`src/hw/rtl/mhf_pkg.sv`:
```
`timescale 1ns / 1ps
`default_nettype none

package mhf_pkg;

  // Field widths of the channels and the configuration port.
  localparam int REQ_W   = 3;
  localparam int BEAM_W  = 16;
  localparam int LINE_W  = 9;
  localparam int POINT_W = 16;
  localparam int CAP_W   = 12;
  localparam int CFG_W   = 16;
  localparam int CNT_W   = 10;

  // Defaults for the top-level parameters.
  localparam int VHOLD_BASE_DEF = 250;
  localparam int POS_WIDTH_DEF  = 24;

  // Phase counters advance by one character per tick.
  localparam int TICK_STEP = 'h100;

  // Request codes.
  localparam logic [REQ_W-1:0] REQ_TICK       = 3'd0;
  localparam logic [REQ_W-1:0] REQ_SYNC_START = 3'd1;
  localparam logic [REQ_W-1:0] REQ_SYNC_END   = 3'd2;
  localparam logic [REQ_W-1:0] REQ_MAX_CHECK  = 3'd3;
  localparam logic [REQ_W-1:0] REQ_MIN_CHECK  = 3'd4;
  localparam logic [REQ_W-1:0] REQ_SET_LINE   = 3'd5;

  // Configuration register indexes.
  localparam int CFG_IDX_W = 3;
  localparam logic [CFG_IDX_W-1:0] REG_SYNC_DURATION   = 3'd0;
  localparam logic [CFG_IDX_W-1:0] REG_SYNC_LOW_LIMIT  = 3'd1;
  localparam logic [CFG_IDX_W-1:0] REG_SYNC_HIGH_LIMIT = 3'd2;
  localparam logic [CFG_IDX_W-1:0] REG_STEP_UP_CAP     = 3'd3;
  localparam logic [CFG_IDX_W-1:0] REG_STEP_DOWN_CAP   = 3'd4;
  localparam logic [CFG_IDX_W-1:0] REG_VISIBLE_LINES   = 3'd5;
  localparam logic [CFG_IDX_W-1:0] REG_FRAME_MIN_LINES = 3'd6;
  localparam logic [CFG_IDX_W-1:0] REG_FRAME_MAX_LINES = 3'd7;

  // Reset values.
  localparam logic [POINT_W-1:0] SYNC_DURATION_RST   = 16'h0A00;
  localparam logic [POINT_W-1:0] SYNC_LOW_LIMIT_RST  = 16'd13567;
  localparam logic [POINT_W-1:0] SYNC_HIGH_LIMIT_RST = 16'd14081;
  localparam logic [CAP_W-1:0]   STEP_CAP_RST        = 12'd80;
  localparam logic [LINE_W-1:0]  VISIBLE_LINES_RST   = 9'd270;
  localparam logic [LINE_W-1:0]  FRAME_MIN_RST       = 9'd295;
  localparam logic [LINE_W-1:0]  FRAME_MAX_RST       = 9'd313;
  localparam logic [POINT_W-1:0] TRIGGER_RST         = 16'd13824;

endpackage

`default_nettype wire

```
`src/hw/rtl/mhf_in_if.sv`:
```
`timescale 1ns / 1ps
`default_nettype none

// Request channel: one beat carries one request.
interface mhf_in_if import mhf_pkg::*; ();
  logic                     valid;
  logic                     ready;
  logic [REQ_W-1:0]         req_type;
  logic signed [BEAM_W-1:0] beam_pos;
  logic [LINE_W-1:0]        line_value;

  modport source (output valid, req_type, beam_pos, line_value, input ready);
  modport sink   (input valid, req_type, beam_pos, line_value, output ready);
endinterface

`default_nettype wire

```
`src/hw/rtl/mhf_out_if.sv`:
```
`timescale 1ns / 1ps
`default_nettype none

// Result channel: one beat carries the result of one request.
interface mhf_out_if import mhf_pkg::*; ();
  logic                     valid;
  logic                     ready;
  logic                     render_enable;
  logic                     sync_peak;
  logic signed [BEAM_W-1:0] reload_pos;
  logic                     drawing_now;
  logic                     frame_done;
  logic [POINT_W-1:0]       sync_point;

  modport source (output valid, render_enable, sync_peak, reload_pos, drawing_now,
                  frame_done, sync_point, input ready);
  modport sink   (input valid, render_enable, sync_peak, reload_pos, drawing_now,
                  frame_done, sync_point, output ready);
endinterface

`default_nettype wire

```
`src/hw/rtl/monitor_hsync_flywheel_top.sv`:
```
`timescale 1ns / 1ps
`default_nettype none

// Channel   Direction  Beat content
// in_ch     in         req_type, beam_pos, line_value
// out_ch    out        render_enable, sync_peak, reload_pos, drawing_now,
//                      frame_done, sync_point
// cfg_*     in         write enable, register index, write data
//
// Each request's whole effect on the flywheel state is computed
// combinationally between the state registers and the result register.
// A new request is accepted every cycle while the result register is empty
// or being drained, so the block sustains one beat per clock.
// A stalled result holds the result register and blocks further requests.
// Synchronous reset restores the configuration defaults and the flywheel state.
module monitor_hsync_flywheel_top import mhf_pkg::*; #(
  parameter int VHOLD_BASE = VHOLD_BASE_DEF,
  parameter int POS_WIDTH  = POS_WIDTH_DEF
) (
  input  wire                  clk,
  input  wire                  rst,
  mhf_in_if.sink               in_ch,
  mhf_out_if.source            out_ch,
  input  wire                  cfg_we,
  input  wire [CFG_IDX_W-1:0]  cfg_index,
  input  wire [CFG_W-1:0]      cfg_data
);

  // Working width for signed sums of counters and 16-bit points.
  localparam int EW = POS_WIDTH + 3;
  localparam int FW = 12;
  typedef logic signed [EW-1:0] ext_t;
  typedef logic [POS_WIDTH-1:0] pos_t;

  function automatic ext_t pext(input pos_t v);
    return ext_t'($signed(v));
  endfunction

  // Configuration registers.
  logic [POINT_W-1:0] sync_duration;
  logic [POINT_W-1:0] sync_low_limit;
  logic [POINT_W-1:0] sync_high_limit;
  logic [CAP_W-1:0]   step_up_cap;
  logic [CAP_W-1:0]   step_down_cap;
  logic [LINE_W-1:0]  visible_lines;
  logic [LINE_W-1:0]  frame_min_lines;
  logic [LINE_W-1:0]  frame_max_lines;

  // Flywheel state.
  pos_t               since_start, since_start_next;
  pos_t               since_end, since_end_next;
  pos_t               since_peak, since_peak_next;
  pos_t               start_minus_peak, start_minus_peak_next;
  pos_t               end_minus_peak, end_minus_peak_next;
  logic               peak_seen, peak_seen_next;
  logic [POINT_W-1:0] free_run_point, free_run_point_next;
  logic [POINT_W-1:0] trigger_point, trigger_point_next;
  logic [CNT_W-1:0]   drawn_line, drawn_line_next;
  logic [CNT_W-1:0]   line_count, line_count_next;
  logic               drawing, drawing_next;

  // Result register.
  logic                     out_valid;
  logic                     res_render;
  logic                     res_peak, res_peak_next;
  logic signed [BEAM_W-1:0] res_reload, res_reload_next;
  logic                     res_done, res_done_next;

  logic accept;

  assign in_ch.ready = !out_valid || out_ch.ready;
  assign accept      = in_ch.valid && in_ch.ready;

  // Tick path: counter advance and peak detection.
  pos_t             ss_inc, se_inc, sp_inc, pk_tick;
  ext_t             horz_e, tp_e, pk_e;
  logic             hit;
  logic [CNT_W-1:0] drawn_inc;

  assign horz_e    = ext_t'(in_ch.beam_pos);
  assign tp_e      = ext_t'(trigger_point);
  assign ss_inc    = since_start + pos_t'(TICK_STEP);
  assign se_inc    = since_end + pos_t'(TICK_STEP);
  assign sp_inc    = since_peak + pos_t'(TICK_STEP);
  assign hit       = horz_e >= tp_e;
  assign pk_e      = horz_e - tp_e;
  assign pk_tick   = pk_e[POS_WIDTH-1:0];
  assign drawn_inc = drawn_line + CNT_W'(1);

  // Sync-end path: free-run step and shared correction unit.
  ext_t               pk_s, ss_s, target, fr_e, err, mag, mag_clip, mag_sh, mag_min;
  ext_t               mag_cap, fr_new_e, t_sum;
  logic               late, up;
  logic [POINT_W-1:0] fr_step, trig_corr;

  assign pk_s   = pext(since_peak);
  assign ss_s   = pext(since_start);
  assign late   = pk_s >= ss_s;
  assign target = pext(since_end) - ext_t'(sync_duration);
  assign fr_e   = ext_t'(free_run_point);

  always_comb begin
    fr_step = free_run_point;
    if (late) begin
      if (target < fr_e) begin
        if (free_run_point != sync_low_limit) fr_step = free_run_point - POINT_W'(1);
      end else if (target > fr_e) begin
        if (free_run_point != sync_high_limit) fr_step = free_run_point + POINT_W'(1);
      end
    end
  end

  assign err      = late ? (pk_s - pext(end_minus_peak)) : (pext(start_minus_peak) - pk_s);
  assign up       = err < 0;
  assign mag      = up ? (ext_t'(0) - err) : err;
  assign mag_clip = (mag > ss_s) ? ss_s : mag;
  assign mag_sh   = mag_clip >>> 3;
  assign mag_min  = (mag_sh == 0) ? ext_t'(1) : mag_sh;
  assign fr_new_e = ext_t'(fr_step);

  // Cap the correction, apply it and clamp to the limit on that side.
  always_comb begin
    if (up) begin
      mag_cap = (mag_min > ext_t'(step_up_cap)) ? ext_t'(step_up_cap) : mag_min;
      t_sum   = fr_new_e + mag_cap;
      if (t_sum > ext_t'(sync_high_limit)) t_sum = ext_t'(sync_high_limit);
    end else begin
      mag_cap = (mag_min > ext_t'(step_down_cap)) ? ext_t'(step_down_cap) : mag_min;
      t_sum   = fr_new_e - mag_cap;
      if (t_sum < ext_t'(sync_low_limit)) t_sum = ext_t'(sync_low_limit);
    end
  end

  assign trig_corr = t_sum[POINT_W-1:0];

  // Frame end: reload drawn_line with minus half the lines beyond the hold base.
  logic signed [FW-1:0] fin_v, fin_half, fin_neg;
  logic                 max_hit, min_hit;

  assign fin_v    = $signed(FW'(line_count)) - $signed(FW'(VHOLD_BASE)) + $signed(FW'(1));
  assign fin_half = fin_v >>> 1;
  assign fin_neg  = $signed(FW'(0)) - fin_half;
  assign max_hit  = line_count == CNT_W'(frame_max_lines);
  assign min_hit  = line_count > CNT_W'(frame_min_lines);

  // Next-state decode for one request.
  always_comb begin
    since_start_next      = since_start;
    since_end_next        = since_end;
    since_peak_next       = since_peak;
    start_minus_peak_next = start_minus_peak;
    end_minus_peak_next   = end_minus_peak;
    peak_seen_next        = peak_seen;
    free_run_point_next   = free_run_point;
    trigger_point_next    = trigger_point;
    drawn_line_next       = drawn_line;
    line_count_next       = line_count;
    drawing_next          = drawing;
    res_peak_next         = 1'b0;
    res_reload_next       = '0;
    res_done_next         = 1'b0;
    case (in_ch.req_type)
      REQ_TICK: begin
        since_start_next = ss_inc;
        since_end_next   = se_inc;
        since_peak_next  = sp_inc;
        if (hit) begin
          peak_seen_next        = 1'b1;
          since_peak_next       = pk_tick;
          start_minus_peak_next = ss_inc - pk_tick;
          end_minus_peak_next   = se_inc - pk_tick;
          res_peak_next         = 1'b1;
          res_reload_next       = $signed(pk_e[BEAM_W-1:0] - sync_duration);
          drawn_line_next       = drawn_inc;
          line_count_next       = line_count + CNT_W'(1);
          drawing_next          = !(drawn_inc >= CNT_W'(visible_lines));
        end
      end
      REQ_SYNC_START: begin
        since_start_next = '0;
      end
      REQ_SYNC_END: begin
        since_end_next = '0;
        if (peak_seen) begin
          peak_seen_next      = 1'b0;
          free_run_point_next = fr_step;
          if (!late && err == 0) trigger_point_next = free_run_point;
          else                   trigger_point_next = trig_corr;
        end
      end
      REQ_MAX_CHECK: begin
        if (max_hit) begin
          drawn_line_next = fin_neg[CNT_W-1:0];
          line_count_next = '0;
          drawing_next    = 1'b0;
          res_done_next   = 1'b1;
        end
      end
      REQ_MIN_CHECK: begin
        if (min_hit) begin
          drawn_line_next = fin_neg[CNT_W-1:0];
          line_count_next = '0;
          drawing_next    = 1'b0;
          res_done_next   = 1'b1;
        end
      end
      REQ_SET_LINE: begin
        if (in_ch.line_value > frame_max_lines) line_count_next = CNT_W'(frame_max_lines);
        else                                    line_count_next = CNT_W'(in_ch.line_value);
      end
      default: begin
      end
    endcase
  end

  // Configuration writes.
  always_ff @(posedge clk) begin
    if (rst) begin
      sync_duration   <= SYNC_DURATION_RST;
      sync_low_limit  <= SYNC_LOW_LIMIT_RST;
      sync_high_limit <= SYNC_HIGH_LIMIT_RST;
      step_up_cap     <= STEP_CAP_RST;
      step_down_cap   <= STEP_CAP_RST;
      visible_lines   <= VISIBLE_LINES_RST;
      frame_min_lines <= FRAME_MIN_RST;
      frame_max_lines <= FRAME_MAX_RST;
    end else if (cfg_we) begin
      unique case (cfg_index)
        REG_SYNC_DURATION:   sync_duration   <= cfg_data;
        REG_SYNC_LOW_LIMIT:  sync_low_limit  <= cfg_data;
        REG_SYNC_HIGH_LIMIT: sync_high_limit <= cfg_data;
        REG_STEP_UP_CAP:     step_up_cap     <= cfg_data[CAP_W-1:0];
        REG_STEP_DOWN_CAP:   step_down_cap   <= cfg_data[CAP_W-1:0];
        REG_VISIBLE_LINES:   visible_lines   <= cfg_data[LINE_W-1:0];
        REG_FRAME_MIN_LINES: frame_min_lines <= cfg_data[LINE_W-1:0];
        REG_FRAME_MAX_LINES: frame_max_lines <= cfg_data[LINE_W-1:0];
        default: begin
        end
      endcase
    end
  end

  // Flywheel state update on each accepted beat.
  always_ff @(posedge clk) begin
    if (rst) begin
      since_start      <= '0;
      since_end        <= '0;
      since_peak       <= '0;
      start_minus_peak <= '0;
      end_minus_peak   <= '0;
      peak_seen        <= 1'b0;
      free_run_point   <= TRIGGER_RST;
      trigger_point    <= TRIGGER_RST;
      drawn_line       <= '0;
      line_count       <= '0;
      drawing          <= 1'b1;
    end else if (accept) begin
      since_start      <= since_start_next;
      since_end        <= since_end_next;
      since_peak       <= since_peak_next;
      start_minus_peak <= start_minus_peak_next;
      end_minus_peak   <= end_minus_peak_next;
      peak_seen        <= peak_seen_next;
      free_run_point   <= free_run_point_next;
      trigger_point    <= trigger_point_next;
      drawn_line       <= drawn_line_next;
      line_count       <= line_count_next;
      drawing          <= drawing_next;
    end
  end

  // Result register valid flag.
  always_ff @(posedge clk) begin
    if (rst) begin
      out_valid <= 1'b0;
    end else if (accept) begin
      out_valid <= 1'b1;
    end else if (out_ch.ready) begin
      out_valid <= 1'b0;
    end
  end

  // Result register payload.
  always_ff @(posedge clk) begin
    if (accept) begin
      res_render <= (in_ch.req_type == REQ_TICK) && drawing;
      res_peak   <= res_peak_next;
      res_reload <= res_reload_next;
      res_done   <= res_done_next;
    end
  end

  // The state registers already hold the post-item flags while the result waits.
  logic               res_drawing;
  logic [POINT_W-1:0] res_point;

  always_ff @(posedge clk) begin
    if (accept) begin
      res_drawing <= drawing_next;
      res_point   <= trigger_point_next;
    end
  end

  assign out_ch.valid         = out_valid;
  assign out_ch.render_enable = res_render;
  assign out_ch.sync_peak     = res_peak;
  assign out_ch.reload_pos    = res_reload;
  assign out_ch.drawing_now   = res_drawing;
  assign out_ch.frame_done    = res_done;
  assign out_ch.sync_point    = res_point;

endmodule

`default_nettype wire
```
`src/flat_wrapper.sv`:
```
// flat-port wrapper written by rule: the top's interface ports become plain ports
module monitor_hsync_flywheel_top_flat import mhf_pkg::*;
#(
  parameter int VHOLD_BASE = VHOLD_BASE_DEF,
  parameter int POS_WIDTH  = POS_WIDTH_DEF
)
  (clk, rst, cfg_we, cfg_index, cfg_data, in_ch_valid, in_ch_req_type, in_ch_beam_pos, in_ch_line_value, in_ch_ready, out_ch_valid, out_ch_render_enable, out_ch_sync_peak, out_ch_reload_pos, out_ch_drawing_now, out_ch_frame_done, out_ch_sync_point, out_ch_ready);
  mhf_in_if in_ch_i ();
  mhf_out_if out_ch_i ();
  input  wire clk;
  input  wire rst;
  input  wire cfg_we;
  input  wire [CFG_IDX_W-1:0] cfg_index;
  input  wire [CFG_W-1:0] cfg_data;
  input wire logic [$bits(in_ch_i.valid)-1:0] in_ch_valid;
  input wire logic [$bits(in_ch_i.req_type)-1:0] in_ch_req_type;
  input wire logic [$bits(in_ch_i.beam_pos)-1:0] in_ch_beam_pos;
  input wire logic [$bits(in_ch_i.line_value)-1:0] in_ch_line_value;
  output wire logic [$bits(in_ch_i.ready)-1:0] in_ch_ready;
  output wire logic [$bits(out_ch_i.valid)-1:0] out_ch_valid;
  output wire logic [$bits(out_ch_i.render_enable)-1:0] out_ch_render_enable;
  output wire logic [$bits(out_ch_i.sync_peak)-1:0] out_ch_sync_peak;
  output wire logic [$bits(out_ch_i.reload_pos)-1:0] out_ch_reload_pos;
  output wire logic [$bits(out_ch_i.drawing_now)-1:0] out_ch_drawing_now;
  output wire logic [$bits(out_ch_i.frame_done)-1:0] out_ch_frame_done;
  output wire logic [$bits(out_ch_i.sync_point)-1:0] out_ch_sync_point;
  input wire logic [$bits(out_ch_i.ready)-1:0] out_ch_ready;
  assign in_ch_i.valid = in_ch_valid;
  assign in_ch_i.req_type = in_ch_req_type;
  assign in_ch_i.beam_pos = in_ch_beam_pos;
  assign in_ch_i.line_value = in_ch_line_value;
  assign in_ch_ready = in_ch_i.ready;
  assign out_ch_valid = out_ch_i.valid;
  assign out_ch_render_enable = out_ch_i.render_enable;
  assign out_ch_sync_peak = out_ch_i.sync_peak;
  assign out_ch_reload_pos = out_ch_i.reload_pos;
  assign out_ch_drawing_now = out_ch_i.drawing_now;
  assign out_ch_frame_done = out_ch_i.frame_done;
  assign out_ch_sync_point = out_ch_i.sync_point;
  assign out_ch_i.ready = out_ch_ready;
  monitor_hsync_flywheel_top #(.VHOLD_BASE(VHOLD_BASE), .POS_WIDTH(POS_WIDTH)) u_core (.clk(clk), .rst(rst), .in_ch(in_ch_i), .out_ch(out_ch_i), .cfg_we(cfg_we), .cfg_index(cfg_index), .cfg_data(cfg_data));
endmodule
```
`config.mk`:
```
export PLATFORM = sky130hd
export DESIGN_NAME = monitor_hsync_flywheel_top_flat
export DESIGN_NICKNAME = d
export VERILOG_FILES = /design/src/hw/rtl/mhf_pkg.sv /design/src/hw/rtl/mhf_in_if.sv /design/src/hw/rtl/mhf_out_if.sv /design/src/hw/rtl/monitor_hsync_flywheel_top.sv /design/src/flat_wrapper.sv
export SDC_FILE = /design/constraint.sdc
export NUM_CORES = 1
export LEC_CHECK = 0
export BUFFER_PORTS_ARGS = -buffer_cell sky130_fd_sc_hd__buf_2
export CORE_UTILIZATION = 55
export CTS_BUF_LIST = sky130_fd_sc_hd__clkbuf_16
export DETAILED_ROUTE_END_ITERATION = 10
export PLACE_DENSITY_LB_ADDON = 0.2
export SLEW_MARGIN = 25
export SYNTH_ARGS = -nofsm -noshare
export SYNTH_HDL_FRONTEND = slang
export SYNTH_SLANG_ARGS = --single-unit
export TNS_END_PERCENT = 5
```
`constraint.sdc`:
```
create_clock -name clk -period 19.9 [get_ports clk]
set_clock_uncertainty 0.15 [all_clocks]
set_input_delay 0.995 -clock clk [delete_from_list [all_inputs] [get_ports clk]]
set_output_delay 0.995 -clock clk [all_outputs]
set_load 0.005 [all_outputs]
```
==> flow_summary.ini <==
[clocking]
cts_tree = done
numCtsBuffers = 36
clock_path_buffers = 3
clk_latency_ns = 0.56
htreeDepth = 2
cts_hold_buffers = 0
root_buffer = clkbuf_16
cts_setup_buffers = 0
path_clk_slew_ns = 0.06
cts.repair.resized = 0
cts.sinks = 286

[die]
die_area_um2 = 50500
die_w_um = 225
core_um2 = 49000
initial_utilization_pct = 55.7
ios = 90
rows = 81
die_h_um = 225

[place]
port_buffers = 89
gp_congestion = 1.02
hpwl_mm = 76.1

[timing]
slew-limit-headroom_pct = 27.0
fin_setup_tns_ns = 0
final-max-slew-violation-count = 0
hold_viol_final = 0
tightest_slew_ns = 1.09
setup_violations = 0
fmax_ghz = 0.0581
period_needed_ns = 17.21
fin_crit_sh_pct = 86.5
rsz0062_at_grt = false

[finish]
mostFrequentLayoutCells = nand2_1 (347), a21oi_1 (334), nor2_1 (305)
layout.cells.most_common = nand2_1
area_delta_synth_final_pct = 7.12
diodes = 0
final_util_pct = 59.7
drive_gt1_share_pct = 6.91
num-nets-final = 3963

[global_route]
track_usage_pct = 37.6
grt_pass1_vias = 24500
grt_overflow = 0
grt_max_degree = 75
antenna_found_initial = 1
grt_pass1_wl_mm = 147

[logic_synthesis]
async_flop_share_pct = 0
syn_avg_cell_area_um2 = 7.49
netlist_area_um2 = 27300
synth_cell_type_count = 95
synth.ff_latch_count = 286
syn_nets = 3991
synth_warnings = 0
synth-main-ff-cell = dfxtp_1
synthCells = 3637
yosysSeqAreaShare_pct = 22.3
synth_edf_count = 36

[power]
p_comb_share_pct = 57.4
clock_power_share_pct = 21.5
p_per_area_nw_per_um2 = 99.0
p_int_mw = 1.58
p_leak_nw = 12.1
p_sw_mw = 1.31
p_seq_share_pct = 21.1
ir_worst_vdd_uv = 93.3
swShare_pct = 45.2

[routing]
ant_nets = 0
drtPass1Iterations = 6
drt-initial-drc-count = 2968
wl_mm = 96.3
drc = 0
vias = 27200
post_drt_wl_per_cell_um = 22.4
via_per_inst = 6.32

[critical_path]
critPathMaxStageDelay_ns = 0.84
reg2reg_to = u_core.out_ch.sync_point[2]
cp.arrival_ns = 17.34
worst_setup_path_end_kind = flop
critical_path_class = flop to flop
reg2reg_slack_ns = 2.69
crit_required_ns = 20.03
cp_max_fo = 32
crit_path_top_delay_cell = o31a_1
critPathLaunchType = flop
reg2regPathDepth = 67
r2r_start = u_core.since_start[21]

[run]
drv_cap = 0

[outcome]
status = finished clean

[worst_hold_path]
holdPathEnd = u_core.end_minus_peak[18]
hp-class = flop to flop
hp-start = u_core.end_minus_peak[18]
hold_depth = 2
cell type report:
cell class	instances	area (um2)
clock inverters	25	130
repair buffers	117	662
well taps	664	831
multi-input cells	2880	19500
clock buffers	38	951
inverters	288	1080
flip-flops and latches	286	6090
fillers	4710	19800
metal layers:
layer  part of all wire, %  GRT usage (%)  up-vias
li1                      -              -    13000
met1                    42           50.0    12800
met2                    45           60.0     1177
met3                   7.5           4.90      224
met4                   5.4           18.7        2
met5                 0.013              0        -
logic make-up after synthesis:
logic type                 Yosys count  share of synthesized area, %
AOI/OAI and AO/OA                 1067                          25.2
other                                1                        0.0138
xor gates and xnor gates           249                          8.05
and+or+nand+nor                   1188                          21.0
DFF                                286                          22.3
buffers and inverters              471                          6.62
muxes                               73                          2.80
adders and majority gates          302                          14.0
critical path: cells and delay by family, from the launching register on:
family                   cells  cell delay, ns
AO/OA/AOI/OAI               42           10.50
AND/OR/NAND/NOR             13            2.58
adder cells (fa/ha/maj)      5            1.34
XOR/XNOR                     3            1.07
buffers and inverters        3            0.64
flip-flops                   1            0.40
multiplexers                 1            0.19
Yosys cell counts, drive strengths merged, types with 47 or more instances:
master	instances	area (um2)
xor2	78	683
mux2i	47	470
o21ai	243	1220
clkbuf	163	618
nand3	95	475
nand2	347	1300
o21a	59	443
a21oi	337	1700
and3	65	417
ha	296	3700
inv	285	1070
o211ai	58	435
nor2	307	1150
xnor2	170	1490
dfxtp	250	5000
a21o	49	368
nand4	48	300
nand2b	56	350
nor3	79	395
power groups by stage:
| stage | sequential (mW) | clock [mW] | combinational [mW] |
|---|---|---|---|
| after floorplan | 0.615 | 0 | 1.21 |
| after global placement | 0.622 | 0 | 1.61 |
| after detailed placement | 0.622 | 0 | 1.60 |
| after CTS | 0.609 | 0.626 | 1.61 |
| after global routing | 0.610 | 0.646 | 1.79 |
| final | 0.610 | 0.620 | 1.66 |
registers in the layout (all words and copies together), names as in the netlist, 9 cells and up:
signal / flops
u_core.sync_low_limit: 16
u_core.out_ch.sync_point: 16
u_core.free_run_point: 16
u_core.since_peak: 24
u_core.sync_duration: 16
u_core.since_end: 16
u_core.visible_lines: 9
u_core.step_down_cap: 12
u_core.out_ch.reload_pos: 16
u_core.since_start: 16
u_core.end_minus_peak: 16
u_core.drawn_line: 10
u_core.start_minus_peak: 24
u_core.trigger_point: 16
u_core.step_up_cap: 12
u_core.line_count: 10
u_core.sync_high_limit: 16
u_core.frame_max_lines: 9
u_core.frame_min_lines: 9
through the flow:
stage	setup slack, ns	hold slack, ns	power (mW)	cell area [um2]	instances
after floorplan	5.16	0.282	1.83	27300	3637
after global placement	2.94	0.293	2.24	28100	4235
after detailed placement	2.88	0.296	2.22	28100	4235
after CTS	2.83	0.303	2.85	29200	4298
after global routing	1.30	0.320	3.04	29200	4298
final	2.69	0.301	2.89	29200	4298
worst max path at each step:
stage | from | to | slack, ns | depth (start not counted)
final | u_core.since_start[21] | u_core.out_ch.sync_point[2] | 2.69 | 67
after global routing | u_core.since_start[21] | u_core.out_ch.sync_point[2] | 1.30 | 68
after CTS | u_core.since_start[21] | u_core.out_ch.sync_point[2] | 2.83 | 67
after detailed placement | u_core.since_start[21] | u_core.out_ch.sync_point[2] | 2.88 | 67
after global placement | u_core.since_start[21] | u_core.out_ch.sync_point[1] | 2.94 | 65
after floorplan | u_core.since_start[21] | u_core.out_ch.sync_point[1] | 5.16 | 69
No activity file was read; power rests on OpenSTA's default activity.
